==> config.mk <==
export PLATFORM = sky130hd
export DESIGN_NAME = binary_cluster_label_table_core_flat
export DESIGN_NICKNAME = d
export VERILOG_FILES = /design/src/bclt_pkg.sv /design/src/bclt_if.sv /design/src/binary_cluster_label_table_core.sv /design/src/flat_wrapper.sv
export SDC_FILE = /design/constraint.sdc
export NUM_CORES = 2
export LEC_CHECK = 0
export BUFFER_PORTS_ARGS = -buffer_cell sky130_fd_sc_hd__buf_2
export CAP_MARGIN = 40
export CELL_PAD_IN_SITES_DETAIL_PLACEMENT = 1
export CELL_PAD_IN_SITES_GLOBAL_PLACEMENT = 1
export CORE_AREA = 4 4 536 538
export DETAILED_ROUTE_END_ITERATION = 10
export DIE_AREA = 0 0 540 542
export PLACE_DENSITY = 0.73
export SLEW_MARGIN = 20
export SYNTH_ARGS = -nofsm -noshare
export SYNTH_HDL_FRONTEND = slang
export SYNTH_SLANG_ARGS = --single-unit
==> constraint.sdc <==
create_clock -name i_clk -period 82.9 [get_ports i_clk]
set_clock_uncertainty 0.15 [all_clocks]
set_input_delay 12.435 -clock i_clk [delete_from_list [all_inputs] [get_ports i_clk]]
set_output_delay 12.435 -clock i_clk [all_outputs]
set_load 0.05 [all_outputs]
==> src/bclt_pkg.sv <==
// ----------------------------------------------------------------------------
// bclt_pkg
// Shared types and constants for the binary cluster label table.
// ----------------------------------------------------------------------------
package bclt_pkg;

    // Field widths
    localparam int OPCODE_W = 2;
    localparam int VERTEX_W = 10;
    localparam int LABEL_W  = 2;
    localparam int NV_W     = 11;
    localparam int STATUS_W = 3;
    localparam int DIST_W   = 19;

    // Defaults
    localparam int MAX_VERTICES_DEF = 1024;
    localparam int NV_RESET         = 1024;

    typedef enum logic [OPCODE_W-1:0] {
        OP_SET_LABEL = 2'd0,
        OP_BEGIN     = 2'd1,
        OP_ADJ       = 2'd2,
        OP_CLEAR     = 2'd3
    } t_opcode;

    typedef enum logic [LABEL_W-1:0] {
        LBL_FIRST  = 2'd0,
        LBL_SECOND = 2'd1,
        LBL_NONE   = 2'd2,
        LBL_BAD    = 2'd3
    } t_label;

    typedef enum logic [STATUS_W-1:0] {
        ST_OK         = 3'd0,
        ST_BAD_LABEL  = 3'd1,
        ST_BAD_VERTEX = 3'd2,
        ST_SIZE_MISM  = 3'd3,
        ST_UNEXP_ADJ  = 3'd4
    } t_status;

endpackage

==> src/bclt_if.sv <==
// ----------------------------------------------------------------------------
// bclt_in_if / bclt_out_if
// Valid/ready channels for input words and result words.
// ----------------------------------------------------------------------------
interface bclt_in_if;
    import bclt_pkg::*;

    logic                valid;
    logic                ready;
    logic [OPCODE_W-1:0] opcode;
    logic [VERTEX_W-1:0] vertex;
    logic [LABEL_W-1:0]  label;
    logic [NV_W-1:0]     graph_size;
    logic                joined;

    modport source (output valid, opcode, vertex, label, graph_size, joined,
                    input ready);
    modport sink   (input valid, opcode, vertex, label, graph_size, joined,
                    output ready);
endinterface

interface bclt_out_if;
    import bclt_pkg::*;

    logic                valid;
    logic                ready;
    logic [STATUS_W-1:0] status;
    logic [NV_W-1:0]     count_unclustered;
    logic [NV_W-1:0]     count_first;
    logic [NV_W-1:0]     count_second;
    logic [DIST_W-1:0]   distance;
    logic                distance_done;

    modport source (output valid, status, count_unclustered, count_first,
                    count_second, distance, distance_done,
                    input ready);
    modport sink   (input valid, status, count_unclustered, count_first,
                    count_second, distance, distance_done,
                    output ready);
endinterface

==> src/binary_cluster_label_table_core.sv <==
// ----------------------------------------------------------------------------
// binary_cluster_label_table_core
// Per-vertex cluster label table with live class counts and a streaming
// correlation-clustering disagreement counter.
// ----------------------------------------------------------------------------
// Takes one input word per cycle while no sweep runs, no clear word waits in
// stage 1 and the output is not stalled, and returns one result word per input
// word: stage 1 holds the label memory read, the output register the update.
// The labels live in a memory with one write and two registered read ports; an
// adjacency word reads both vertices of its pair at once, and a write from the
// word ahead is forwarded to the reads. After reset, a configuration write and
// a clear word the memory is swept back to non-clustered, one entry a cycle
// over num_vertices entries (1024 after reset); no word is accepted during the
// sweep; a word after a clear word waits for it to leave stage 1.
module binary_cluster_label_table_core #(
    parameter int MAX_VERTICES = bclt_pkg::MAX_VERTICES_DEF
) (
    input  logic                   i_clk,
    input  logic                   i_rst_n,
    input  logic                   i_cfg_we,
    input  logic [bclt_pkg::NV_W-1:0] i_cfg_data,
    bclt_in_if.sink                i_item,
    bclt_out_if.source             o_result
);
    import bclt_pkg::*;

    localparam int ADDR_W  = (MAX_VERTICES > 1) ? $clog2(MAX_VERTICES) : 1;
    localparam int NV_CAP  = (MAX_VERTICES < 2047) ? MAX_VERTICES : 2047;
    localparam int NV_RST  = (NV_RESET < NV_CAP) ? NV_RESET : NV_CAP;
    localparam logic [NV_W-1:0] NV_CAP_V = NV_W'(NV_CAP);
    localparam logic [NV_W-1:0] NV_RST_V = NV_W'(NV_RST);

    // Label memory
    logic [LABEL_W-1:0] r_mem [MAX_VERTICES];
    logic [LABEL_W-1:0] r_rd_a, r_rd_b;

    // Configuration and sweep
    logic [NV_W-1:0] r_nv;
    logic            r_sweep_act;
    logic [NV_W-1:0] r_sweep_cnt;

    // Pass control (advanced at acceptance)
    logic            r_pass_act;
    logic [NV_W-1:0] r_row, r_col;

    // Counts and distance (advanced at stage 1)
    logic [NV_W-1:0]   r_cnt_none, r_cnt_first, r_cnt_second;
    logic [DIST_W-1:0] r_dist;

    // Stage 1 word
    logic               r_s1_vld;
    t_opcode            r_s1_op;
    t_status            r_s1_status;
    logic               r_s1_done;
    logic [LABEL_W-1:0] r_s1_label;
    logic               r_s1_joined;
    logic [ADDR_W-1:0]  r_s1_addr;
    logic               r_s1_fa_hit, r_s1_fb_hit;
    logic [LABEL_W-1:0] r_s1_fa_data, r_s1_fb_data;

    // Output register
    logic                r_o_vld;
    logic [STATUS_W-1:0] r_o_status;
    logic [NV_W-1:0]     r_o_none, r_o_first, r_o_second;
    logic [DIST_W-1:0]   r_o_dist;
    logic                r_o_done;

    logic               adv, accept;
    logic               wr_en;
    logic [ADDR_W-1:0]  wr_addr;
    logic [LABEL_W-1:0] wr_data;
    logic               s1_wr_en;
    logic [ADDR_W-1:0]  rd_addr_a, rd_addr_b;
    logic [NV_W-1:0]    cfg_nv;

    // Stage 0 decode
    t_status            s0_status;
    logic               s0_done;
    logic               n_pass_act;
    logic [NV_W-1:0]    n_row, n_col;
    logic [NV_W:0]      col_inc, col_wrap;

    // Stage 1 results
    logic [LABEL_W-1:0] lbl_a, lbl_b;
    logic [NV_W-1:0]    n_cnt_none, n_cnt_first, n_cnt_second;
    logic [DIST_W-1:0]  n_dist;
    logic               n_sweep_start;

    // Handshake
    assign adv    = r_s1_vld && (!r_o_vld || o_result.ready);
    assign i_item.ready = !r_sweep_act && !(r_s1_vld && (r_s1_op == OP_CLEAR))
                          && (!r_s1_vld || adv);
    assign accept = i_item.valid && i_item.ready;

    assign cfg_nv = (i_cfg_data > NV_CAP_V) ? NV_CAP_V : i_cfg_data;

    // Write port: sweep or the set_label of stage 1
    assign s1_wr_en = adv && (r_s1_op == OP_SET_LABEL) && (r_s1_status == ST_OK);
    always_comb begin
        if (r_sweep_act) begin
            wr_en   = 1'b1;
            wr_addr = ADDR_W'(r_sweep_cnt);
            wr_data = LBL_NONE;
        end else begin
            wr_en   = s1_wr_en;
            wr_addr = r_s1_addr;
            wr_data = r_s1_label;
        end
    end

    // Read addresses: vertex or row on port A, column on port B
    assign rd_addr_a = (t_opcode'(i_item.opcode) == OP_SET_LABEL) ?
                       ADDR_W'(i_item.vertex) : ADDR_W'(r_row);
    assign rd_addr_b = ADDR_W'(r_col);

    always_ff @(posedge i_clk) begin
        if (wr_en) begin
            r_mem[wr_addr] <= wr_data;
        end
        if (accept) begin
            r_rd_a <= r_mem[rd_addr_a];
            r_rd_b <= r_mem[rd_addr_b];
        end
    end

    // Stage 0: status and pair walk
    always_comb begin
        s0_status  = ST_OK;
        s0_done    = 1'b0;
        n_pass_act = r_pass_act;
        n_row      = r_row;
        n_col      = r_col;
        col_inc    = {1'b0, r_col} + 1'b1;
        col_wrap   = {1'b0, r_row} + 2'd2;
        case (t_opcode'(i_item.opcode))
            OP_SET_LABEL: begin
                if (i_item.label > LBL_SECOND) begin
                    s0_status = ST_BAD_LABEL;
                end else if ({1'b0, i_item.vertex} >= r_nv) begin
                    s0_status = ST_BAD_VERTEX;
                end
            end
            OP_BEGIN: begin
                if (i_item.graph_size != r_nv) begin
                    s0_status = ST_SIZE_MISM;
                end else begin
                    n_row = '0;
                    n_col = NV_W'(1);
                    if (r_nv < NV_W'(2)) begin
                        n_pass_act = 1'b0;
                        s0_done    = 1'b1;
                    end else begin
                        n_pass_act = 1'b1;
                    end
                end
            end
            OP_ADJ: begin
                if (!r_pass_act) begin
                    s0_status = ST_UNEXP_ADJ;
                end else if (col_inc >= {1'b0, r_nv}) begin
                    n_row = r_row + 1'b1;
                    n_col = NV_W'(col_wrap);
                    if (col_wrap >= {1'b0, r_nv}) begin
                        n_pass_act = 1'b0;
                        s0_done    = 1'b1;
                    end
                end else begin
                    n_col = NV_W'(col_inc);
                end
            end
            default: begin
            end
        endcase
    end

    // Stage 1: forwarded labels, counts and distance
    assign lbl_a = r_s1_fa_hit ? r_s1_fa_data : r_rd_a;
    assign lbl_b = r_s1_fb_hit ? r_s1_fb_data : r_rd_b;

    always_comb begin
        n_cnt_none    = r_cnt_none;
        n_cnt_first   = r_cnt_first;
        n_cnt_second  = r_cnt_second;
        n_dist        = r_dist;
        n_sweep_start = 1'b0;
        case (r_s1_op)
            OP_SET_LABEL: begin
                if (r_s1_status == ST_OK) begin
                    // one class gains, the old class loses
                    if (r_s1_label == LBL_FIRST) begin
                        n_cnt_first = n_cnt_first + 1'b1;
                    end else begin
                        n_cnt_second = n_cnt_second + 1'b1;
                    end
                    if (lbl_a == LBL_FIRST) begin
                        n_cnt_first = n_cnt_first - 1'b1;
                    end else if (lbl_a == LBL_SECOND) begin
                        n_cnt_second = n_cnt_second - 1'b1;
                    end else begin
                        n_cnt_none = n_cnt_none - 1'b1;
                    end
                end
            end
            OP_BEGIN: begin
                if (r_s1_status == ST_OK) begin
                    n_dist = '0;
                end
            end
            OP_ADJ: begin
                // disagreement: labels equal xor joined
                if ((r_s1_status == ST_OK) && ((lbl_a == lbl_b) != r_s1_joined)) begin
                    n_dist = r_dist + 1'b1;
                end
            end
            OP_CLEAR: begin
                n_cnt_none    = r_nv;
                n_cnt_first   = '0;
                n_cnt_second  = '0;
                n_sweep_start = 1'b1;
            end
            default: begin
            end
        endcase
    end

    // Control registers
    always_ff @(posedge i_clk) begin
        if (!i_rst_n) begin
            r_nv         <= NV_RST_V;
            r_sweep_act  <= (NV_RST_V != '0);
            r_sweep_cnt  <= '0;
            r_pass_act   <= 1'b0;
            r_row        <= '0;
            r_col        <= '0;
            r_cnt_none   <= NV_RST_V;
            r_cnt_first  <= '0;
            r_cnt_second <= '0;
            r_dist       <= '0;
            r_s1_vld     <= 1'b0;
            r_o_vld      <= 1'b0;
        end else begin
            if (i_cfg_we) begin
                // configuration write: new size, labels cleared, pass stopped
                r_nv         <= cfg_nv;
                r_cnt_none   <= cfg_nv;
                r_cnt_first  <= '0;
                r_cnt_second <= '0;
                r_pass_act   <= 1'b0;
                r_sweep_cnt  <= '0;
                r_sweep_act  <= (cfg_nv != '0);
            end else begin
                if (accept) begin
                    r_pass_act <= n_pass_act;
                    r_row      <= n_row;
                    r_col      <= n_col;
                end
                if (adv) begin
                    r_cnt_none   <= n_cnt_none;
                    r_cnt_first  <= n_cnt_first;
                    r_cnt_second <= n_cnt_second;
                    r_dist       <= n_dist;
                end
                // sweep start on a clear word, else the sweep walk
                if (adv && n_sweep_start) begin
                    r_sweep_cnt <= '0;
                    r_sweep_act <= (r_nv != '0);
                end else if (r_sweep_act) begin
                    r_sweep_cnt <= r_sweep_cnt + 1'b1;
                    if ({1'b0, r_sweep_cnt} + 1'b1 >= {1'b0, r_nv}) begin
                        r_sweep_act <= 1'b0;
                    end
                end
            end
            if (accept) begin
                r_s1_vld <= 1'b1;
            end else if (adv) begin
                r_s1_vld <= 1'b0;
            end
            if (adv) begin
                r_o_vld <= 1'b1;
            end else if (o_result.ready) begin
                r_o_vld <= 1'b0;
            end
        end
    end

    // Stage 1 payload, with forwarding of the write in the accept cycle
    always_ff @(posedge i_clk) begin
        if (accept) begin
            r_s1_op      <= t_opcode'(i_item.opcode);
            r_s1_status  <= s0_status;
            r_s1_done    <= s0_done;
            r_s1_label   <= i_item.label;
            r_s1_joined  <= i_item.joined;
            r_s1_addr    <= ADDR_W'(i_item.vertex);
            r_s1_fa_hit  <= s1_wr_en && (r_s1_addr == rd_addr_a);
            r_s1_fb_hit  <= s1_wr_en && (r_s1_addr == rd_addr_b);
            r_s1_fa_data <= r_s1_label;
            r_s1_fb_data <= r_s1_label;
        end
    end

    // Output register payload
    always_ff @(posedge i_clk) begin
        if (adv) begin
            r_o_status <= r_s1_status;
            r_o_none   <= n_cnt_none;
            r_o_first  <= n_cnt_first;
            r_o_second <= n_cnt_second;
            r_o_dist   <= n_dist;
            r_o_done   <= r_s1_done;
        end
    end

    assign o_result.valid             = r_o_vld;
    assign o_result.status            = r_o_status;
    assign o_result.count_unclustered = r_o_none;
    assign o_result.count_first       = r_o_first;
    assign o_result.count_second      = r_o_second;
    assign o_result.distance          = r_o_dist;
    assign o_result.distance_done     = r_o_done;

endmodule
==> src/flat_wrapper.sv <==
// flat-port wrapper written by rule: the top's interface ports become plain ports
module binary_cluster_label_table_core_flat import bclt_pkg::*;
#(
    parameter int MAX_VERTICES = bclt_pkg::MAX_VERTICES_DEF
)
  (i_clk, i_rst_n, i_cfg_we, i_cfg_data, i_item_valid, i_item_opcode, i_item_vertex, i_item_label, i_item_graph_size, i_item_joined, i_item_ready, o_result_valid, o_result_status, o_result_count_unclustered, o_result_count_first, o_result_count_second, o_result_distance, o_result_distance_done, o_result_ready);
  bclt_in_if i_item_i ();
  bclt_out_if o_result_i ();
  input  logic i_clk;
  input  logic i_rst_n;
  input  logic i_cfg_we;
  input  logic [bclt_pkg::NV_W-1:0] i_cfg_data;
  input wire logic [$bits(i_item_i.valid)-1:0] i_item_valid;
  input wire logic [$bits(i_item_i.opcode)-1:0] i_item_opcode;
  input wire logic [$bits(i_item_i.vertex)-1:0] i_item_vertex;
  input wire logic [$bits(i_item_i.label)-1:0] i_item_label;
  input wire logic [$bits(i_item_i.graph_size)-1:0] i_item_graph_size;
  input wire logic [$bits(i_item_i.joined)-1:0] i_item_joined;
  output wire logic [$bits(i_item_i.ready)-1:0] i_item_ready;
  output wire logic [$bits(o_result_i.valid)-1:0] o_result_valid;
  output wire logic [$bits(o_result_i.status)-1:0] o_result_status;
  output wire logic [$bits(o_result_i.count_unclustered)-1:0] o_result_count_unclustered;
  output wire logic [$bits(o_result_i.count_first)-1:0] o_result_count_first;
  output wire logic [$bits(o_result_i.count_second)-1:0] o_result_count_second;
  output wire logic [$bits(o_result_i.distance)-1:0] o_result_distance;
  output wire logic [$bits(o_result_i.distance_done)-1:0] o_result_distance_done;
  input wire logic [$bits(o_result_i.ready)-1:0] o_result_ready;
  assign i_item_i.valid = i_item_valid;
  assign i_item_i.opcode = i_item_opcode;
  assign i_item_i.vertex = i_item_vertex;
  assign i_item_i.label = i_item_label;
  assign i_item_i.graph_size = i_item_graph_size;
  assign i_item_i.joined = i_item_joined;
  assign i_item_ready = i_item_i.ready;
  assign o_result_valid = o_result_i.valid;
  assign o_result_status = o_result_i.status;
  assign o_result_count_unclustered = o_result_i.count_unclustered;
  assign o_result_count_first = o_result_i.count_first;
  assign o_result_count_second = o_result_i.count_second;
  assign o_result_distance = o_result_i.distance;
  assign o_result_distance_done = o_result_i.distance_done;
  assign o_result_i.ready = o_result_ready;
  binary_cluster_label_table_core #(.MAX_VERTICES(MAX_VERTICES)) u_core (.i_clk(i_clk), .i_rst_n(i_rst_n), .i_cfg_we(i_cfg_we), .i_cfg_data(i_cfg_data), .i_item(i_item_i), .o_result(o_result_i));
endmodule
==> results.py <==
metrics = {
    "clock_tree": {
        "clk_transition_reported_paths_ns": 0.06,
        "cts.hold.buffers_added": 0,
        "root_buffer": "sky130_fd_sc_hd__clkbuf_16",
        "clock_latency_ns": 0.89,
        "clock_sink_count": 2231,
        "htreeDepth": 4,
        "clock_tree.buffer_depth": 3,
        "cts_inserted_buffers": 231,
        "postCtsResizedCells": 0,
        "cts_post_setup_buffers_inserted": 0,
        "cts_tree": "built",
    },
    "run": {
        "max-cap-violations": 0,
    },
    "min_path": {
        "min_to": "u_core.o_result.distance_done",
        "min-delay-start": "u_core.r_s1_done",
        "whs_path_depth": 0,
        "worst_min_delay_path_category": "reg2reg",
    },
    "detailed_routing": {
        "route.top_layer_used": "met5",
        "drt_first_iter_violations": 12060,
        "drt_wl_total_um": 417700,
        "num_vias": 82230,
        "antenna_left": 0,
        "remaining_drc_errors": 0,
        "detailroute.wirelength.met2_um": 188700,
        "detailedRoute.firstPassIterationCount": 5,
        "wl_met3_um": 51820,
        "drt-wirelength-per-cell_um": 33.72,
        "met1Wirelength_um": 151600,
        "avgViaCountPerCell": 6.638,
    },
    "setup_path": {
        "worst-r2r-cell-count": 13,
        "worstReg2RegEnd": "u_core.r_rd_b[1]",
        "crit_path_start_kind": "input port",
        "timing.critical_path.cells": "buf_2 > nor2b_1 > o21a_1 > nor2_1 > buf_2",
        "max_stage_delay_ns": 0.25,
        "timing.critical_path.arrival_ns": 13.29,
        "worstSetupEndpointType": "output pin",
        "crit-reg2reg-launch": "u_core.r_col[1]",
        "path_class": "in2out",
        "timing.reg2reg.setup_slack_ns": 76.48,
        "critPathRequiredTime_ns": 70.31,
        "worst_path_maximum_fanout": 4,
        "critPathSlowestCell": "sky130_fd_sc_hd__buf_2",
        "most_frequent_cell_on_the_critical_path": "sky130_fd_sc_hd__buf_2",
    },
    "timing": {
        "timing.final.hold_violations": 0,
        "final-setup-viol-count": 0,
        "worst_slew_pin_slew_ns": 1.289,
        "final.min_clock_period_ns": 25.87,
        "rsz0062_at_grt": "false",
        "timing_max_transition_violations_final": 0,
        "timing.final.crit_share_pct": 31.21,
        "finalSetupTns_ns": 0,
        "timing.max_slew.rel_slack_pct": 14.08,
        "max_freq_ghz": 0.03865,
    },
    "global_route": {
        "grt_pass1_vias": 83350,
        "grt_ovf": 0,
        "grt_pass1_wl_um": 597500,
        "largest_net_degree_at_the_start_of_global_routing": 227,
        "grt_antenna_before_repair": 26,
        "global_route.usage.total_pct": 27.74,
    },
    "layout": {
        "num-nets-final": 8524,
        "multiInputGateArea_sq_mm": 0.04367,
        "finish.instance_area_sq_mm": 0.1257,
        "layout-drive-gt1-share_pct": 18.11,
        "num-fill-cells": 28620,
        "seqCellArea_sq_mm": 0.06601,
        "area.growth.synth_to_final_pct": 11.64,
    },
    "placed_design": {
        "port-buffer-count": 99,
        "placed_area_sq_mm": 0.1177,
        "place.detailed.hpwl_um": 254400,
        "gp_congestion": 0.8889,
    },
    "synthesis": {
        "synth_largest_area_cell": "sky130_fd_sc_hd__edfxtp_1",
        "netlist_instances": 8581,
        "syn_avg_cell_area_sq_um": 13.12,
        "synth_warnings": 0,
        "post_synth_instance_area_sq_mm": 0.1126,
        "synth_top_cells_by_area": "sky130_fd_sc_hd__edfxtp_1 57%, sky130_fd_sc_hd__mux4_2 15%, sky130_fd_sc_hd__nand2_1 3.9%",
        "yosysSeqAreaShare_pct": 58.62,
        "synth-async-reset-ratio_pct": 0,
        "synth_cell_types": 74,
        "synth.net_count": 8684,
        "synth_edf_count": 2131,
        "synth_top_area_share_pct": 56.84,
        "synth.ff_latch_count": 2231,
        "synth_ff_type": "sky130_fd_sc_hd__edfxtp_1",
    },
    "die": {
        "fp.dieArea_sq_mm": 0.2927,
        "floorplan.io_pins": 100,
        "core_area_sq_mm": 0.2820,
        "die_h_um": 542,
        "floorplan.rows": 195,
        "initial_utilization_pct": 39.92,
        "die_w_um": 540,
    },
    "status": {
        "run_status": "finished, final reports clean",
    },
    "power_and_ir_drop": {
        "ir_drop_v": 0.00001784,
        "power.static_leakage_nw": 39.84,
        "ratio_of_total_power_to_cell_area_mw_per_mm2": 19.02,
        "power.total_mw": 2.390,
    },
}
[routing by layer]
layer / up-vias / track usage [%]
met5: - / 0
met4: 6 / 15.18
met3: 1161 / 7.509
met2: 5664 / 42.55
met1: 42700 / 35.90
li1: 32700 / -
[cell usage after synthesis, drive strengths merged (10+ instances only)]
cell type  count
xor2          36
a21oi        391
inv           53
a21o          25
buf          282
nand2b        35
o21ai        150
or3           24
and3          38
ha            61
o22ai         85
o31ai         23
clkbuf       473
mux2i        427
nand2       1178
mux4         758
a31oi         76
dfxtp        100
a311oi        29
a211oi        18
and2          12
nor2b         15
o2111ai       11
o32ai         10
nor4          64
o21a          18
a22oi         13
nor2        1168
o221ai       128
nand3        338
mux2          19
nor3         129
edfxtp      2131
a32oi         21
a2111oi       20
xnor2         50
nand4         41
o211ai        27
[power by group]
part,internal [mW],switching (mW)
clock,0.590,0.467
combinational,0.0292,0.0805
sequential,1.22,0.00137
total,1.84,0.549
[flip-flops by register name, indices dropped and copies added (netlist names), 2 cells and up]
register	cells
u_core.o_result.count_first	11
u_core.o_result.count_second	11
u_core.o_result.count_unclustered	11
u_core.o_result.distance	19
u_core.o_result.status	3
u_core.r_cnt_first	11
u_core.r_cnt_none	11
u_core.r_cnt_second	11
u_core.r_col	11
u_core.r_dist	19
u_core.r_mem	2048
u_core.r_nv	11
u_core.r_rd_a	2
u_core.r_rd_b	2
u_core.r_row	11
u_core.r_s1_addr	10
u_core.r_s1_fb_data	2
u_core.r_s1_label	2
u_core.r_s1_op	2
u_core.r_s1_status	3
u_core.r_sweep_cnt	11
[final cells by class]
cell class	count	share of cell area [%]
Clock inverter	155	1.211
Antenna cell	20	0.03982
Multi-Input combinational cell	5542	34.75
Tap cell	3743	3.726
Clock buffer	282	4.801
Timing Repair Buffer	362	2.792
Sequential cell	2231	52.52
Inverter	53	0.1593
[metrics by stage]
| stage | utilization (%) | setup slack, ns | hold WS [ns] | cells |
|---|---|---|---|---|
| 2_1_floorplan | - | 51.70 | 0.2503 | 8581 |
| 3_3_place_gp | 41.36 | 57.01 | 0.2904 | 11860 |
| 3_5_place_dp | 41.74 | 57.01 | 0.3016 | 11910 |
| 4_1_cts | 44.42 | 57.01 | 0.3211 | 12350 |
| 5_1_grt | 44.55 | 56.96 | 0.3289 | 12370 |
| 6_report | 44.56 | 57.03 | 0.3185 | 12390 |
[cell usage in the layout, fill, tap and decap left out, types with 19 or more instances in the layout]
master | Yosys | routed
sky130_fd_sc_hd__edfxtp_1 | 2131 | 2131
sky130_fd_sc_hd__nor2_1 | 1168 | 1162
sky130_fd_sc_hd__nand2_1 | 1178 | 1140
sky130_fd_sc_hd__mux4_2 | 758 | 758
sky130_fd_sc_hd__mux2i_1 | 426 | 421
sky130_fd_sc_hd__a21oi_1 | 391 | 389
sky130_fd_sc_hd__nand3_1 | 338 | 337
sky130_fd_sc_hd__clkbuf_16 | 0 | 233
sky130_fd_sc_hd__buf_4 | 36 | 180
sky130_fd_sc_hd__o21ai_0 | 150 | 150
sky130_fd_sc_hd__nor3_1 | 129 | 128
sky130_fd_sc_hd__o221ai_1 | 128 | 128
sky130_fd_sc_hd__buf_2 | 126 | 106
sky130_fd_sc_hd__dfxtp_1 | 100 | 94
sky130_fd_sc_hd__o22ai_1 | 85 | 85
sky130_fd_sc_hd__a31oi_1 | 76 | 75
sky130_fd_sc_hd__nor4_1 | 64 | 63
sky130_fd_sc_hd__ha_1 | 61 | 60
sky130_fd_sc_hd__clkinv_1 | 0 | 60
sky130_fd_sc_hd__inv_1 | 52 | 51
sky130_fd_sc_hd__xnor2_1 | 50 | 50
sky130_fd_sc_hd__clkinv_2 | 0 | 47
sky130_fd_sc_hd__clkbuf_1 | 473 | 47
sky130_fd_sc_hd__nand4_1 | 41 | 41
sky130_fd_sc_hd__and3_1 | 38 | 38
sky130_fd_sc_hd__xor2_1 | 36 | 36
sky130_fd_sc_hd__nand2b_1 | 35 | 33
sky130_fd_sc_hd__buf_12 | 0 | 33
sky130_fd_sc_hd__a311oi_1 | 29 | 29
sky130_fd_sc_hd__buf_16 | 0 | 28
sky130_fd_sc_hd__o211ai_1 | 27 | 27
sky130_fd_sc_hd__a21o_1 | 25 | 25
sky130_fd_sc_hd__o31ai_1 | 23 | 23
sky130_fd_sc_hd__bufinv_16 | 0 | 23
sky130_fd_sc_hd__a32oi_1 | 21 | 21
sky130_fd_sc_hd__diode_2 | 0 | 20
sky130_fd_sc_hd__nand2_4 | 0 | 20
sky130_fd_sc_hd__a2111oi_0 | 20 | 19
[worst max path at each step]
stage                                  start                  to  slack, ns  cells past startpoint
final                         o_result_ready        i_item_ready      57.03                      5
after detailed placement      o_result_ready        i_item_ready      57.01                      5
after CTS                     o_result_ready        i_item_ready      57.01                      5
after floorplan           u_core.r_sweep_act  u_core.r_mem[0][0]      51.70                      5
after global placement        o_result_ready        i_item_ready      57.01                      5
after global routing          o_result_ready        i_item_ready      56.96                      5
[logic make-up after synthesis]
kind of cell	after synthesis	share of synthesized area (%)
AOI/OAI and AO/OA	1108	6.346
xor gates and xnor gates	86	0.6690
adders and majority gates	61	0.6779
buffers and inverters	808	3.074
DFF	2231	58.62
muxes	1204	19.15
and+or+nand+nor	3083	11.46
[worst max-delay path: cells and delay by family]
family	cells	cell delay [ns]
simple gates	2	0.31
buf+inv	2	0.35
compound gates	1	0.18
(Power assumes the default switching activity.)
